File: config.mk
export PLATFORM = sky130hd
export DESIGN_NAME = shake_window_detector
export DESIGN_NICKNAME = d
export VERILOG_FILES = /design/src/rtl/core/swd_pkg.sv /design/src/rtl/core/swd_cfg_regs.sv /design/src/rtl/core/swd_core.sv /design/src/rtl/core/shake_window_detector.sv
export SDC_FILE = /design/constraint.sdc
export NUM_CORES = 1
export LEC_CHECK = 0
export BUFFER_PORTS_ARGS = -buffer_cell sky130_fd_sc_hd__buf_2
export CAP_MARGIN = 20
export CORE_MARGIN = 2
export CORE_UTILIZATION = 50
export DETAILED_ROUTE_END_ITERATION = 6
export PLACE_DENSITY = 0.67
export SLEW_MARGIN = 20
export SYNTH_ARGS = -nofsm -noshare
export SYNTH_HDL_FRONTEND = slang
export SYNTH_HIERARCHICAL = 1
export SYNTH_SLANG_ARGS = --single-unit
File: constraint.sdc
create_clock -name aclk -period 5 [get_ports aclk]
set_input_delay 1.5 -clock aclk [delete_from_list [all_inputs] [get_ports aclk]]
set_output_delay 1.5 -clock aclk [all_outputs]
set_load 0.1 [all_outputs]
File: src/rtl/core/swd_pkg.sv
package swd_pkg;

    localparam int DEFAULT_COUNT_BITS = 16;

    localparam int MAG_BITS      = 32;
    localparam int SECONDS_BITS  = 8;
    localparam int LIMIT_BITS    = 16;
    localparam int CFG_IDX_BITS  = 2;
    localparam int CFG_DATA_BITS = 32;

    typedef enum logic [1:0] {
        OP_SAMPLE = 2'd0,
        OP_TICK   = 2'd1,
        OP_CLEAR  = 2'd2,
        OP_NONE   = 2'd3
    } op_t;

    typedef enum logic [CFG_IDX_BITS-1:0] {
        CFG_SHAKE_THRESHOLD = 2'd0,
        CFG_WINDOW_SECONDS  = 2'd1,
        CFG_COUNT_LIMIT     = 2'd2,
        CFG_HOLDOFF_SECONDS = 2'd3
    } cfg_idx_t;

    localparam logic [MAG_BITS-1:0]     RST_SHAKE_THRESHOLD = '0;
    localparam logic [SECONDS_BITS-1:0] RST_WINDOW_SECONDS  = 8'd3;
    localparam logic [LIMIT_BITS-1:0]   RST_COUNT_LIMIT     = 16'd10;
    localparam logic [SECONDS_BITS-1:0] RST_HOLDOFF_SECONDS = 8'd3;

    typedef struct packed {
        op_t                     operation;
        logic [MAG_BITS-1:0]     magnitude;
        logic [SECONDS_BITS-1:0] now_seconds;
    } swd_in_t;

    typedef struct packed {
        logic above_threshold;
        logic shake_detected;
    } swd_out_t;

    typedef struct packed {
        logic [MAG_BITS-1:0]     shake_threshold;
        logic [SECONDS_BITS-1:0] window_seconds;
        logic [LIMIT_BITS-1:0]   count_limit;
        logic [SECONDS_BITS-1:0] holdoff_seconds;
    } swd_cfg_t;

endpackage

File: src/rtl/core/swd_cfg_regs.sv
module swd_cfg_regs
    import swd_pkg::*;
(
    input  logic                     aclk,
    input  logic                     aresetn,
    input  logic                     cfg_valid,
    output logic                     cfg_ready,
    input  cfg_idx_t                 cfg_index,
    input  logic [CFG_DATA_BITS-1:0] cfg_data,
    output swd_cfg_t                 cfg
);

    swd_cfg_t cfg_reg;

    assign cfg_ready = 1'b1;
    assign cfg      = cfg_reg;

    always_ff @(posedge aclk) begin
        if (!aresetn) begin
            cfg_reg.shake_threshold <= RST_SHAKE_THRESHOLD;
            cfg_reg.window_seconds  <= RST_WINDOW_SECONDS;
            cfg_reg.count_limit     <= RST_COUNT_LIMIT;
            cfg_reg.holdoff_seconds <= RST_HOLDOFF_SECONDS;
        end else if (cfg_valid) begin
            unique case (cfg_index)
                CFG_SHAKE_THRESHOLD: begin
                    cfg_reg.shake_threshold <= cfg_data[MAG_BITS-1:0];
                end
                CFG_WINDOW_SECONDS: begin
                    cfg_reg.window_seconds <= cfg_data[SECONDS_BITS-1:0];
                end
                CFG_COUNT_LIMIT: begin
                    cfg_reg.count_limit <= cfg_data[LIMIT_BITS-1:0];
                end
                CFG_HOLDOFF_SECONDS: begin
                    cfg_reg.holdoff_seconds <= cfg_data[SECONDS_BITS-1:0];
                end
                default: begin
                end
            endcase
        end
    end

endmodule

File: src/rtl/core/swd_core.sv
module swd_core
    import swd_pkg::*;
#(
    parameter int COUNT_BITS = DEFAULT_COUNT_BITS
) (
    input  logic     aclk,
    input  logic     aresetn,
    input  swd_cfg_t cfg,
    input  logic     s_valid,
    output logic     s_ready,
    input  swd_in_t  s_word,
    output logic     m_valid,
    input  logic     m_ready,
    output swd_out_t m_word
);

    localparam int CMP_BITS = (COUNT_BITS > LIMIT_BITS) ? COUNT_BITS : LIMIT_BITS;

    logic [COUNT_BITS-1:0]   hit_count_reg,       hit_count_next;
    logic [SECONDS_BITS-1:0] window_elapsed_reg,  window_elapsed_next;
    logic [SECONDS_BITS-1:0] last_shake_time_reg, last_shake_time_next;
    logic                    m_valid_reg;
    swd_out_t                m_word_reg,          m_word_next;

    logic                    accept;
    logic [SECONDS_BITS-1:0] since;
    logic                    sample_hit;
    logic [SECONDS_BITS:0]   tick_age;
    logic                    tick_close;
    logic                    count_met;

    assign s_ready = !m_valid_reg || m_ready;
    assign accept  = s_valid && s_ready;
    assign m_valid = m_valid_reg;
    assign m_word  = m_word_reg;

    always_comb begin
        since      = s_word.now_seconds - last_shake_time_reg;
        sample_hit = (since >= cfg.holdoff_seconds)
                     && (s_word.magnitude >= cfg.shake_threshold);
        tick_age   = {1'b0, window_elapsed_reg}
                     + {{SECONDS_BITS{1'b0}}, (window_elapsed_reg != '0)};
        tick_close = tick_age > {1'b0, cfg.window_seconds};
        count_met  = CMP_BITS'(hit_count_reg) >= CMP_BITS'(cfg.count_limit);

        hit_count_next       = hit_count_reg;
        window_elapsed_next  = window_elapsed_reg;
        last_shake_time_next = last_shake_time_reg;
        m_word_next          = '0;

        unique case (s_word.operation)
            OP_SAMPLE: begin
                if (sample_hit) begin
                    if (window_elapsed_reg == '0) begin
                        window_elapsed_next = SECONDS_BITS'(1);
                    end
                    if (!(&hit_count_reg)) begin
                        hit_count_next = hit_count_reg + COUNT_BITS'(1);
                    end
                    m_word_next.above_threshold = 1'b1;
                end
            end
            OP_TICK: begin
                if (tick_close) begin
                    if (count_met) begin
                        last_shake_time_next       = s_word.now_seconds;
                        m_word_next.shake_detected = 1'b1;
                    end
                    hit_count_next      = '0;
                    window_elapsed_next = '0;
                end else begin
                    window_elapsed_next = tick_age[SECONDS_BITS-1:0];
                end
            end
            OP_CLEAR: begin
                hit_count_next      = '0;
                window_elapsed_next = '0;
            end
            OP_NONE: begin
            end
            default: begin
            end
        endcase
    end

    always_ff @(posedge aclk) begin
        if (!aresetn) begin
            hit_count_reg       <= '0;
            window_elapsed_reg  <= '0;
            last_shake_time_reg <= '0;
            m_valid_reg         <= 1'b0;
        end else begin
            if (accept) begin
                hit_count_reg       <= hit_count_next;
                window_elapsed_reg  <= window_elapsed_next;
                last_shake_time_reg <= last_shake_time_next;
                m_valid_reg         <= 1'b1;
            end else if (m_ready) begin
                m_valid_reg <= 1'b0;
            end
        end
    end

    always_ff @(posedge aclk) begin
        if (accept) begin
            m_word_reg <= m_word_next;
        end
    end

    a_window_tracks_count: assert property (@(posedge aclk) disable iff (!aresetn)
        (window_elapsed_reg == '0) == (hit_count_reg == '0))
        else $error("window open state disagrees with hit count");

    a_one_flag: assert property (@(posedge aclk) disable iff (!aresetn)
        m_valid_reg |-> !(m_word_reg.above_threshold && m_word_reg.shake_detected))
        else $error("hit and shake flagged for one word");

    a_shake_time: assert property (@(posedge aclk) disable iff (!aresetn)
        (accept && m_word_next.shake_detected)
        |=> (last_shake_time_reg == $past(s_word.now_seconds)))
        else $error("shake time not recorded");

    a_hold_on_stall: assert property (@(posedge aclk) disable iff (!aresetn)
        (!accept && !(s_word.operation == OP_TICK && accept))
        |=> ($stable(hit_count_reg) && $stable(window_elapsed_reg)))
        else $error("state changed without an accepted word");

endmodule

File: src/rtl/core/shake_window_detector.sv
// Shake detector: counts accelerometer magnitude words at or above a threshold within a
// window opened by the first hit and aged by one-second tick words; when a tick carries the
// window past its length, a count at or above the limit flags a shake and stamps its time,
// and samples within the holdoff after that shake are ignored. Every input word yields one
// result word. The detector takes one word per clock while no result is held or it is being
// taken: all state and the result register update as the word is accepted, and the result
// register frees as it is taken, so back-to-back words flow with no bubbles. Configuration
// writes are accepted every cycle and should be made only while no word is in flight.
module shake_window_detector
    import swd_pkg::*;
#(
    parameter int COUNT_BITS = DEFAULT_COUNT_BITS
) (
    input  logic                     aclk,
    input  logic                     aresetn,
    input  logic                     s_valid,
    output logic                     s_ready,
    input  swd_in_t                  s_word,
    output logic                     m_valid,
    input  logic                     m_ready,
    output swd_out_t                 m_word,
    input  logic                     cfg_valid,
    output logic                     cfg_ready,
    input  cfg_idx_t                 cfg_index,
    input  logic [CFG_DATA_BITS-1:0] cfg_data
);

    swd_cfg_t cfg;

    swd_cfg_regs u_cfg_regs (
        .aclk      (aclk),
        .aresetn   (aresetn),
        .cfg_valid (cfg_valid),
        .cfg_ready (cfg_ready),
        .cfg_index (cfg_index),
        .cfg_data  (cfg_data),
        .cfg       (cfg)
    );

    swd_core #(
        .COUNT_BITS (COUNT_BITS)
    ) u_core (
        .aclk    (aclk),
        .aresetn (aresetn),
        .cfg     (cfg),
        .s_valid (s_valid),
        .s_ready (s_ready),
        .s_word  (s_word),
        .m_valid (m_valid),
        .m_ready (m_ready),
        .m_word  (m_word)
    );

endmodule

# Word level (Yosys, flattened, before mapping)
# Cells that the tools add are included.
# W data, S select, Z words.
[word_totals]
regBits = 99
latchBits = 0
mem_bits_rw = 0
romBits = 0
input_bits = 81
out_inout_bits = 5
elab_cells = 57
mem_count = 0
[classes]
n_addsub = 3
n_mul = 0
div = 0
magnitude_cmp = 4
n_eq_ne = 9
n_shift = 0
muxes = 12
bitwise = 0
reduce_logical = 19
[ops]
columns = ["operator", "n"]
rows = [
  ["$mux W16", 3],
  ["$pmux W16 S3", 1],
  ["$ge A32 B32 Y1", 1],
  ["$mux W8", 3],
  ["$pmux W8 S3", 1],
  ["$add A16 B1 Y16 const B", 1],
  ["$ge A16 B16 Y1", 1],
  ["$reduce_and A16 Y1", 1],
  ["$reduce_and A2 Y1", 5],
  ["$add A8 B1 Y9", 1],
  ["$gt A9 B8 Y1", 1],
  ["$ge A8 B8 Y1", 1],
  ["$logic_not A8 Y1", 1],
  ["$reduce_and A4 Y1", 2],
  ["$reduce_bool A8 Y1", 1],
  ["$sub A8 B8 Y8", 1],
  ["$eq A2 B2 Y1 const B", 3],
  ["$ne A2 B1 Y1 const B", 3],
  ["$reduce_and A5 Y1", 1],
  ["$eq A2 B1 Y1 const B", 2],
  ["$logic_not A2 Y1", 2],
  ["$mux W1", 4],
  ["$reduce_bool A3 Y1", 1],
  ["$logic_and A1 B1 Y1", 2],
  ["other kinds (4)", 4],
]

# Depth between registers and ports, before layout
# Gate-level depths: netlist of run 1.
[logic_depth]
ltp_word = 5
mapped_depth = 18

# By module
# Netlist of run 1, hierarchy kept.
[by_module_without_submodules]
columns = ["mod", "instances", "cells_each", "area_each_um2", "seq_area_each_um2"]
rows = [
  ["swd_core", 1, 497, 3998.8, 720.7],
  ["swd_cfg_regs", 1, 251, 2507.4, 1281.2],
]

# Least setup slack after synthesis of run 1
# No wires, ideal clock.
[synth_timing]
kind = "input to register"
startpoint = "input port s_word[0] (netlist bit)"
endpoint = "register u_core.window_elapsed_reg[0]"
arrival_time_ns = 4.152
required_time_ns = 4.878
setup_slack_ns = 0.726
path_stages = 17
path_buffers = 0
path_cell_list = "inv_1 -> ha_1 -> inv_1 -> fa_1 -> a21oi_1 -> nor2_1 -> nor2_1 -> o21bai_1 -> a21oi_1 -> xnor2_1 -> ha_1 -> o21ai_0 -> a21oi_1 -> nand2_1 -> a2111oi_4 -> nor2_2 -> o311a_1"
[synth_between]
elab_chain_cells = 5
[synth_rtl]
columns = ["item", "line_no", "rtl"]
rows = [
  ["start: declaration", "shake_window_detector.sv:18", "input swd_in_t s_word,"],
  ["$sub A8 B8 Y8", "swd_core.sv:38", "since = s_word.now_seconds - last_shake_time_reg;"],
  ["$ge A8 B8 Y1", "swd_core.sv:39", "sample_hit = (since >= cfg.holdoff_seconds)"],
  ["$logic_and A1 B1 Y1", "swd_core.sv:40", "&& (s_word.magnitude >= cfg.shake_threshold);"],
  ["$ne A2 B1 Y1 (no source line)", "--", ""],
  ["$reduce_and A4 Y1 (no source line)", "--", ""],
  ["end signal: assignment", "swd_core.sv:95", "window_elapsed_reg <= window_elapsed_next;"],
  ["end: declaration", "swd_core.sv:20", "logic [SECONDS_BITS-1:0] window_elapsed_reg, window_elapsed_next;"],
]
# No other way between the ends.
# A chain may end at the register's enable or synchronous reset.

# Final worst setup path of run 1
[layout_timing]
startpoint = "input port s_word[0] (netlist bit)"
endpoint = "register u_core.hit_count_reg[12]"
[layout_between]
elab_chain_cells = 5
[layout_rtl]
columns = ["item", "line_no", "rtl"]
rows = [
  ["$sub A8 B8 Y8", "swd_core.sv:38", ""],
  ["$ge A8 B8 Y1", "swd_core.sv:39", ""],
  ["$logic_and A1 B1 Y1", "swd_core.sv:40", ""],
  ["$ne A2 B1 Y1 (no source line)", "--", ""],
  ["$reduce_and A5 Y1 (no source line)", "--", ""],
  ["end signal: assignment", "swd_core.sv:94", "hit_count_reg <= hit_count_next;"],
  ["end: declaration", "swd_core.sv:19", "logic [COUNT_BITS-1:0] hit_count_reg, hit_count_next;"],
]
# No other way between the ends.

==> impl_metrics.py, run 1 <==
metrics = {
    "detailed_routing": {
        "vias": 5489,
        "first_pass_iters": 5,
        "avgViaCountPerCell": 5.52,
        "drt-initial-drc-count": 280,
        "wirelength_um": 15200,
        "drcViolationCount": 0,
        "ant_nets": 0,
        "wl_per_cell_um": 15.3,
    },
    "synth": {
        "yosys.cell_types.count": 75,
        "synth-async-reset-ratio_pct": 0,
        "yosys_register_bits": 99,
        "synth_edf_count": 2,
        "synth_ff_type": "dfxtp_1",
        "synthesis.nets": 908,
        "synthAdderAreaFrac_pct": 15.3,
        "syn_inst": 748,
        "synth-seq-area-share_pct": 30.8,
        "syn-mean-instance-area_sq_um": 8.70,
        "synth_xor_area_share_pct": 1.75,
        "yosys_warnings": 6,
        "synth_top_family_by_area": "simple AND/OR/NAND/NOR gates",
        "syn-cell-area_sq_um": 6510,
        "synth-simple-area-share_pct": 18.4,
        "synth-compound-area-share_pct": 15.3,
        "synth_mux_area_share_pct": 10.0,
    },
    "cells_and_area": {
        "diodes": 0,
        "area_growth_pct": 11.6,
        "largest_reg_flops": 64,
        "fin_nets": 977,
        "final-instance-count-excl-fill": 994,
        "layout-drive-gt1-share_pct": 15.9,
        "design_area_sq_um": 7260,
    },
    "sta": {
        "worst_slew_pin_slew_ns": 1.14,
        "hold_viol_final": 0,
        "setup_viol": 0,
        "finClkSkew_ns": 0.00998,
        "fmax_ghz": 0.226,
        "slew_viol_final": 0,
        "fin_crit_sh_pct": 88.6,
        "grt_setup_unrepaired": "no",
        "fin_crit_ns": 4.43,
        "timing.hold.ws_ns": 0.459,
        "max_slew_margin_pct": 22.8,
        "tns_ns": 0,
    },
    "cts": {
        "hold_buffers": 0,
        "root_buffer": "clkbuf_16",
        "cts_tree": "done",
        "clkLatencyLatePin_ns": 0.36,
        "clockBufferDepth": 2,
        "htreeDepth": 3,
        "numCtsBuffers": 9,
        "ctsResizeCount": 0,
        "clk_pin_slew_ns": 0.07,
        "cts.sinks": 99,
        "cts_setup_buffers": 0,
    },
    "global_route": {
        "grtUsageTotal_pct": 22.1,
        "grt_max_degree": 85,
        "grt_first_pass_wirelength_um": 25200,
        "overflow": 0,
        "antenna_found_initial": 0,
        "grt_pass1_vias": 5503,
    },
    "critical_path": {
        "worstPathMaxFanout": 15,
        "critPathBufInv": 4,
        "worstPathCellList": "buf_2, inv_1, ha_1, inv_1, fa_1, a21oi_1, nor2_1, nor2_1, xnor2_1, ha_1, a21o_1, a2111oi_0, o21ai_0, a22o_1, o31ai_2, buf_4, o311ai_1, o41ai_1",
        "crit_type": "in -> reg",
        "crit_slowest_cell": "fa_1",
        "critPathTopFamily": "compound AO/OA/AOI/OAI gates",
        "start_kind": "input pin",
        "required_ns": 5.26,
        "max_stage_delay_ns": 0.40,
        "cp.arrival_ns": 4.69,
        "endpoint_kind": "register",
    },
    "worst_hold_path": {
        "worst_hold_path_type": "reg -> reg",
    },
    "floorplan": {
        "die_h_um": 118,
        "rows": 41,
        "io_pins": 86,
        "start_util_pct": 51.3,
        "die_w_um": 118,
        "core-area_sq_um": 12700,
        "die-area_sq_um": 13900,
    },
    "place": {
        "io_buffer_count": 84,
        "placement.cell_area_sq_um": 6970,
        "hpwl_um": 11600,
        "dp.cells": 978,
        "gp_congestion": 0.895,
    },
    "power_and_ir_drop": {
        "p_int_mw": 1.29,
        "ir_worst_vdd_uv": 203,
        "sw_frac_of_total_pct": 29.1,
        "power.density_nw_per_um2": 251,
        "clkPwrFrac_pct": 37.9,
        "pwr-share-seq_pct": 45.2,
        "power_switching_mw": 0.530,
        "leakagePower_nw": 3.20,
        "combPwrFrac_pct": 16.9,
    },
    "flow_run": {
        "maxCapViolations": 0,
    },
    "run_status": {
        "run_status": "complete, no violations",
    },
}
-- cells in the final DEF, fill, tap and decap left out, drive strengths merged, types with 11 or more instances in the layout --
cell / netlist / layout
a21o: 11 / 11
a21oi: 37 / 37
and3: 11 / 11
buf: 17 / 89
clkbuf: 13 / 11
dfxtp: 97 / 97
ha: 78 / 78
inv: 85 / 88
mux2i: 65 / 65
nand2: 115 / 115
nand3: 25 / 25
nand4: 12 / 12
nor2: 22 / 22
o21ai: 31 / 31
o311ai: 17 / 17
-- per-layer routing --
| layer | routed length (um) | GRT usage [%] | vias to the layer above |
|---|---|---|---|
| met5 | 0 | 0 | - |
| met4 | 231 | 7.00 | 0 |
| met3 | 651 | 4.41 | 23 |
| met2 | 7580 | 40.0 | 130 |
| met1 | 6730 | 26.1 | 2568 |
| li1 | - | - | 2768 |
-- cells by family (layout without fill, tap and decap cells) --
logic type	after synthesis	after routing
muxes	65	65
xor gates and xnor gates	13	13
and+or+nand+nor	235	235
DFF	99	99
buffers and inverters	117	191
AOI/OAI and AO/OA	139	139
adders and majority gates	79	79
other	1	1
-- path summary, 6_finish.rpt --
check | slack, ns | start | endpoint | cells past startpoint
hold / removal | 0.46 | u_cfg_regs/cfg[43] | u_cfg_regs/cfg[43] | 2
setup / recovery | 0.57 | s_word[0] | u_core/hit_count_reg[12] | 18
hold reg to reg | 0.46 | u_cfg_regs/cfg[43] | u_cfg_regs/cfg[43] | 2
setup reg to reg | 0.90 | u_core/window_elapsed_reg[0] | u_core/hit_count_reg[12] | 16
-- power by group through the flow --
stage | logic [mW] | clock network, mW | registers, mW
6_report | 0.307 | 0.690 | 0.823
3_5_place_dp | 0.304 | 0 | 0.842
2_1_floorplan | 0.209 | 0 | 0.849
5_1_grt | 0.341 | 0.730 | 0.826
3_3_place_gp | 0.289 | 0 | 0.841
4_1_cts | 0.306 | 0.701 | 0.823
-- synth_stat cells, types with 3 or more instances --
library cell,number,area share [%]
a211o_1,3,0.40
a21o_1,10,1.2
a21oi_1,36,2.8
a31oi_1,5,0.48
and3_1,10,0.96
buf_12,3,0.92
buf_2,9,0.69
buf_4,4,0.46
clkbuf_1,11,0.63
dfxtp_1,97,30
ha_1,78,15
inv_1,85,4.9
mux2i_1,65,10
nand2_1,115,6.6
nand2b_1,3,0.29
nand3_1,22,1.7
nand3_2,3,0.46
nand3b_1,10,1.2
nand4_1,9,0.87
nand4_2,3,0.58
nand4b_1,4,0.54
nor2_1,21,1.2
nor2b_1,9,0.87
nor3_1,8,0.62
o21a_1,3,0.35
o21ai_0,16,1.2
o21ai_1,14,1.1
o21bai_1,3,0.35
o311ai_1,17,2.3
o31ai_2,3,0.58
o41ai_1,5,0.67
xnor2_1,7,0.94
xor2_1,6,0.81
-- cell type report --
class / count / area (sq um)
inverters: 86 / 323
clock buffers: 11 / 243
flip-flops and latches: 99 / 2000
well taps: 172 / 215
clock inverters: 5 / 45.0
multi-input cells: 532 / 3960
fillers: 1143 / 5410
repair buffers: 89 / 473
-- per-stage QoR --
stage	util (%)	setup slack [ns]	power [mW]
2_1_floorplan	-	0.726	1.06
3_3_place_gp	55.0	0.353	1.13
3_5_place_dp	55.0	0.177	1.15
4_1_cts	57.3	0.566	1.83
5_1_grt	57.3	0.302	1.90
6_report	57.3	0.569	1.82
-- worst reg2reg max path, delay by kind of cell (launching register included) --
kind | cells | cell delay (ns)
compound gates | 4 | 1.12
buf+inv | 1 | 0.07
flops | 1 | 0.39
fa+ha+maj | 3 | 0.67
xor+xnor | 1 | 0.25
simple gates | 7 | 1.51
(Power assumes the default switching activity.)
==> run 2, diff against run 1 <==
- PLACE_DENSITY: 0.67 -> 0.71
- RECOVER_POWER: default -> 100
==> impl_metrics.py, run 2 (synthesized netlist as in run 1, its figures left out) <==
metrics = {
    "run_status": {
        "run_status": "finished with violations",
        "violations": "max-capacitance violations, max-slew violations",
    },
    "detailed_routing": {
        "drcViolationCount": 0,
        "wirelength_um": 15100,
        "ant_nets": 0,
        "first_pass_iters": 5,
        "avgViaCountPerCell": 5.55,
        "wl_per_cell_um": 15.3,
        "vias": 5509,
        "drt-initial-drc-count": 292,
    },
    "floorplan": {
        "die_w_um": 118,
        "die_h_um": 118,
        "start_util_pct": 51.3,
        "io_pins": 86,
        "die-area_sq_um": 13900,
        "core-area_sq_um": 12700,
        "rows": 41,
    },
    "sta": {
        "fmax_ghz": 0.221,
        "setup_viol": 0,
        "hold_viol_final": 0,
        "setup_ws_ns": 0.481,
        "fin_crit_ns": 4.52,
        "finClkSkew_ns": 0.00846,
        "fin_crit_sh_pct": 90.4,
        "max_slew_margin_pct": -22.7,
        "timing.hold.ws_ns": 0.458,
        "worst_slew_pin_slew_ns": 1.84,
        "grt_setup_unrepaired": "no",
        "tns_ns": 0,
        "slew_viol_final": 45,
    },
    "flow_run": {
        "maxCapViolations": 1,
    },
    "global_route": {
        "grt_pass1_vias": 5512,
        "overflow": 0,
        "antenna_found_initial": 0,
        "grtUsageTotal_pct": 22.1,
        "grt_first_pass_wirelength_um": 25200,
        "grt_max_degree": 95,
    },
    "place": {
        "hpwl_um": 11600,
        "gp_congestion": 0.862,
        "io_buffer_count": 84,
        "post-place-ws_ns": 0.272,
    },
    "cts": {
        "hold_buffers": 0,
        "clk_pin_slew_ns": 0.07,
        "cts_tree": "done",
        "numCtsBuffers": 9,
        "cts.sinks": 99,
        "root_buffer": "clkbuf_16",
        "clockBufferDepth": 2,
        "ctsResizeCount": 0,
        "cts_setup_buffers": 0,
        "clkLatencyLatePin_ns": 0.35,
        "htreeDepth": 3,
    },
    "cells_and_area": {
        "multi_input_area_sq_um": 3950,
        "layout-drive-gt1-share_pct": 14.9,
        "final_common_cell": "nand2_1",
        "n_fill_cell": 1170,
        "seq_area_sq_um": 2000,
        "largest_reg_flops": 64,
        "area_growth_pct": 11.6,
        "layout_common_cells": "nand2_1 (115), dfxtp_1 (97), inv_1 (85)",
        "diodes": 0,
        "fin_nets": 975,
    },
    "critical_path": {
        "cp.arrival_ns": 4.76,
        "endpoint_kind": "register",
        "crit_type": "in -> reg",
        "start_kind": "input pin",
        "required_ns": 5.24,
        "worstPathMaxFanout": 8,
    },
    "worst_hold_path": {
        "worst_hold_path_type": "reg -> reg",
    },
    "power_and_ir_drop": {
        "finalPower_mw": 1.90,
        "ir_worst_vdd_uv": 219,
        "leakagePower_nw": 3.20,
        "power.density_nw_per_um2": 262,
    },
}
-- run 2: cell types whose count changed in the layout (fill, tap and decap cells not counted), moves of 2 or more --
cell / change
bufinv_16: +2
o311ai_0: +5
o311ai_1: -5
clkbuf_1: +5
buf_2: -5
o21ai_1: -12
buf_4: -2
o21ai_0: +12
-- run 2: per-stage QoR --
step                      instances  instance area (sq um)  utilization, %
after CTS                       992                   7280            57.5
after global routing            992                   7260            57.3
after detailed placement        976                   6950            54.8
final                           992                   7260            57.3
after floorplan                 748                   6510               -
after global placement          976                   6950            54.8
-- run 2: layout make-up --
class / count / share of cell area, %
clock buffer: 11 / 3.48
timing repair buffer: 87 / 6.00
tap: 172 / 2.96
clock inverter: 5 / 1.15
sequential: 99 / 27.6
inverter: 86 / 4.45
multi-input combinational: 532 / 54.4
-- run 2: critical path, cell delays in order --
cell and delay, ns:
clkbuf_1 0.08, inv_1 0.06, ha_1 0.14, inv_1 0.06
fa_1 0.40, a21oi_1 0.14, nor2_1 0.05, nor2_1 0.15
o21bai_1 0.09, a21oi_1 0.19, xnor2_1 0.10, ha_1 0.27
o21ai_0 0.07, a21oi_1 0.19, nand2_1 0.10, a2111oi_1 0.54
nor2_2 0.22, o311a_1 0.40
-- run 2: power breakdown --
part           internal [mW]  switching, mW  total (mW)  leakage [nW]
combinational          0.115          0.185       0.300          2.23
clock                  0.468          0.309       0.776         0.158
sequential             0.812         0.0116       0.824         0.807
total                   1.39          0.505        1.90          3.20
-- run 2: final timing paths --
path                                     start  slack [ns]                            to  cells after the start
setup / recovery                     s_word[0]        0.48  u_core/window_elapsed_reg[0]                     18
hold / removal              u_cfg_regs/cfg[50]        0.46            u_cfg_regs/cfg[50]                      2
setup reg to reg  u_core/window_elapsed_reg[0]        0.58      u_core/hit_count_reg[13]                     16
hold reg to reg             u_cfg_regs/cfg[50]        0.46            u_cfg_regs/cfg[50]                      2
-- run 2: routing by layer --
metal	track usage, %	part of all wire, %	vias to the layer above
li1	-	-	2754
met1	26.2	44	2616
met2	39.6	49	122
met3	4.80	4.8	17
met4	6.63	1.8	0
met5	0	0	-
==> run 3, diff against run 2 <==
--- a/config.mk
+++ b/config.mk
@@ -9,2 +9,3 @@
 export CAP_MARGIN = 20
+export CORE_ASPECT_RATIO = 1.2
 export CORE_MARGIN = 2
@@ -17,3 +18,2 @@
 export SYNTH_HDL_FRONTEND = slang
-export SYNTH_HIERARCHICAL = 1
 export SYNTH_SLANG_ARGS = --single-unit
==> constraint.sdc (replaced) <==
create_clock -name aclk -period 5 [get_ports aclk]
set_input_delay 0.75 -clock aclk [delete_from_list [all_inputs] [get_ports aclk]]
set_output_delay 0.75 -clock aclk [all_outputs]
set_load 0.1 [all_outputs]
==> impl_metrics.py, run 3 <==
metrics = {
    "synth": {
        "synth_commonest_cells": "nand2_1 (151), dfxtp_1 (97), a21oi_1 (90)",
        "yosys_register_bits": 99,
        "synthesis.nets": 924,
        "yosys_warnings": 0,
        "synth-seq-area-share_pct": 33.7,
        "syn_inst": 763,
        "yosys.cell_types.count": 61,
        "syn-mean-instance-area_sq_um": 7.78,
        "synth_top_area_share_pct": 32.7,
        "yosysMostFrequentCell": "nand2_1",
        "synth_ff_type": "dfxtp_1",
        "synth_edf_count": 2,
        "synth-async-reset-ratio_pct": 0,
        "yosysTopAreaCell": "dfxtp_1",
        "syn-cell-area_sq_um": 5940,
        "synth_area_leaders": "dfxtp_1 (33%), ha_1 (17%), nand2_1 (9.5%), a21oi_1 (7.6%), inv_1 (5.4%)",
    },
    "critical_path": {
        "max_stage_delay_ns": 0.63,
        "r2r-end": "u_core.hit_count_reg[12]",
        "critPathBufInv": 1,
        "start_kind": "register",
        "required_ns": 5.25,
        "worstPathMaxFanout": 15,
        "r2r_slack_ns": 0.86,
        "crit_top_cell": "ha_1",
        "crit_type": "reg -> reg",
        "r2r_cells": 18,
        "cp.arrival_ns": 4.39,
        "endpoint_kind": "register",
        "r2r-start": "u_core.window_elapsed_reg[0]",
        "crit_cells": 18,
        "setup.worst_path.end": "u_core.hit_count_reg[12]",
        "startpoint": "u_core.window_elapsed_reg[0]",
        "worstPathCellList": "inv_1, ha_1, nor4b_1, nand2_1, ha_1, nand3_1, nor2_1, nand3_1, xnor2_1, ha_1, nand4_1, o22ai_1, a31oi_1, o31a_1, and3_1, nand3b_1, or4b_1, a21oi_1",
        "critPathTopFamily": "simple AND/OR/NAND/NOR gates",
        "crit_slowest_cell": "or4b_1",
    },
    "power_and_ir_drop": {
        "power.density_nw_per_um2": 263,
        "combPwrFrac_pct": 15.2,
        "finalPower_mw": 1.76,
        "power_switching_mw": 0.483,
        "sw_frac_of_total_pct": 27.4,
        "p_int_mw": 1.28,
        "leakagePower_nw": 2.77,
        "pwr-share-seq_pct": 46.7,
        "clkPwrFrac_pct": 38.2,
        "ir_worst_vdd_uv": 137,
    },
    "detailed_routing": {
        "vias": 5403,
        "avgViaCountPerCell": 5.46,
        "first_pass_iters": 7,
        "drt-initial-drc-count": 300,
        "wl_met2_um": 7430,
        "wirelength_um": 14500,
        "drcViolationCount": 0,
        "drt-met1-wl_um": 6210,
        "wl_per_cell_um": 14.6,
        "ant_nets": 0,
        "top_layer": "met4",
        "wl_met3_um": 502,
    },
    "floorplan": {
        "start_util_pct": 51.3,
        "die_w_um": 103,
        "io_pins": 86,
        "die_h_um": 123,
        "core-area_sq_um": 11600,
        "rows": 43,
        "die-area_sq_um": 12800,
    },
    "cts": {
        "cts_setup_buffers": 0,
        "cts_tree": "done",
        "clkLatencyLatePin_ns": 0.35,
        "root_buffer": "clkbuf_16",
        "ctsResizeCount": 0,
        "clk_pin_slew_ns": 0.07,
        "clockBufferDepth": 2,
        "hold_buffers": 0,
        "htreeDepth": 3,
        "numCtsBuffers": 9,
        "cts.sinks": 99,
    },
    "sta": {
        "finClkSkew_ns": 0.00882,
        "worst_slew_pin_slew_ns": 1.95,
        "grt_setup_unrepaired": "no",
        "setup_viol": 0,
        "tns_ns": 0,
        "timing.hold.ws_ns": 0.452,
        "fmax_ghz": 0.241,
        "max_slew_margin_pct": -29.7,
        "fin_crit_ns": 4.14,
        "hold_viol_final": 0,
        "slew_viol_final": 43,
        "fin_crit_sh_pct": 82.9,
    },
    "cells_and_area": {
        "area_growth_pct": 12.7,
        "fin_nets": 988,
        "final_common_cell": "nand2_1",
        "layout_common_cells": "nand2_1 (151), dfxtp_1 (97), a21oi_1 (90)",
        "diodes": 0,
        "design_area_sq_um": 6700,
        "largest_reg_flops": 64,
        "layout-drive-gt1-share_pct": 12.3,
    },
    "flow_run": {
        "maxCapViolations": 1,
    },
    "run_status": {
        "violations": "max-capacitance violations, max-slew violations",
        "run_status": "finished with violations",
    },
    "place": {
        "hpwl_um": 11100,
        "io_buffer_count": 84,
        "placement.cell_area_sq_um": 6450,
        "gp_congestion": 0.893,
    },
    "global_route": {
        "grt_pass1_vias": 5087,
        "grt_first_pass_wirelength_um": 23000,
        "grt_max_degree": 43,
        "grtUsageTotal_pct": 23.1,
        "overflow": 0,
        "antenna_found_initial": 0,
    },
    "worst_hold_path": {
        "worst_hold_path_type": "reg -> reg",
    },
}
==> run 3: worst min path at each step <==
stage | start | end | slack [ns] | depth (start not counted)
5_1_grt | u_cfg_regs.cfg[61] | u_cfg_regs.cfg[61] | 0.48 | 2
2_1_floorplan | u_cfg_regs.cfg[10] | u_cfg_regs.cfg[10] | 0.44 | 2
4_1_cts | u_cfg_regs.cfg[61] | u_cfg_regs.cfg[61] | 0.46 | 2
6_report | u_cfg_regs.cfg[59] | u_cfg_regs.cfg[59] | 0.45 | 2
3_3_place_gp | u_cfg_regs.cfg[48] | u_cfg_regs.cfg[48] | 0.44 | 2
3_5_place_dp | u_cfg_regs.cfg[61] | u_cfg_regs.cfg[61] | 0.45 | 2
==> run 3: kinds of logic (layout without fill, tap and decap cells) <==
kind of cell               Yosys count  after routing  synth area share (%)
other                                1              1                0.0631
muxes                                7              7                  1.18
and+or+nand+nor                    266            266                  20.8
DFF                                 99             99                  33.7
AOI/OAI and AO/OA                  177            177                  17.6
xor gates and xnor gates            13             13                  1.92
adders and majority gates           80             80                  17.0
buffers and inverters              120            189                  7.75
==> run 3: power groups by stage <==
stage / Combinational [mW] / Clock [mW] / Sequential (mW)
after floorplan: 0.172 / 0 / 0.848
after global placement: 0.258 / 0 / 0.840
after detailed placement: 0.270 / 0 / 0.841
after CTS: 0.272 / 0.686 / 0.823
after global routing: 0.302 / 0.719 / 0.824
final: 0.267 / 0.673 / 0.823
==> run 3: layout make-up <==
class	count	area (sq um)
multi-input combinational	544	3460
clock inverter	5	32.5
sequential	99	2000
fill	1064	4870
inverter	86	323
clock buffer	11	254
timing repair buffer	87	430
tap	157	196
==> run 3: worst register-to-register path, stage by stage, from the launching register on <==
cell and delay [ns]:
dfxtp_1 0.37, inv_1 0.07, ha_1 0.18, nor4b_1 0.13, nand2_1 0.10, ha_1 0.14, nand3_1 0.14, nor2_1 0.28
nand3_1 0.13, xnor2_1 0.23, ha_1 0.29, nand4_1 0.10, o22ai_1 0.07, a31oi_1 0.25, o31a_1 0.17, and3_1 0.19
nand3b_1 0.42, or4b_1 0.64, a21oi_1 0.14
==> run 3: per-stage QoR <==
step                      setup WS, ns  std cells  utilization, %
after floorplan                   1.48        763               -
after global placement            1.11        973            55.7
after detailed placement          1.01        973            55.7
after CTS                         1.20        989            58.2
after global routing             0.456        989            57.9
final                            0.857        989            57.9
==> run 3: layer usage <==
layer,vias to the layer above,GRT usage [%]
li1,2736,-
met1,2527,27.1
met2,117,42.0
met3,23,2.77
met4,0,9.29
met5,-,0
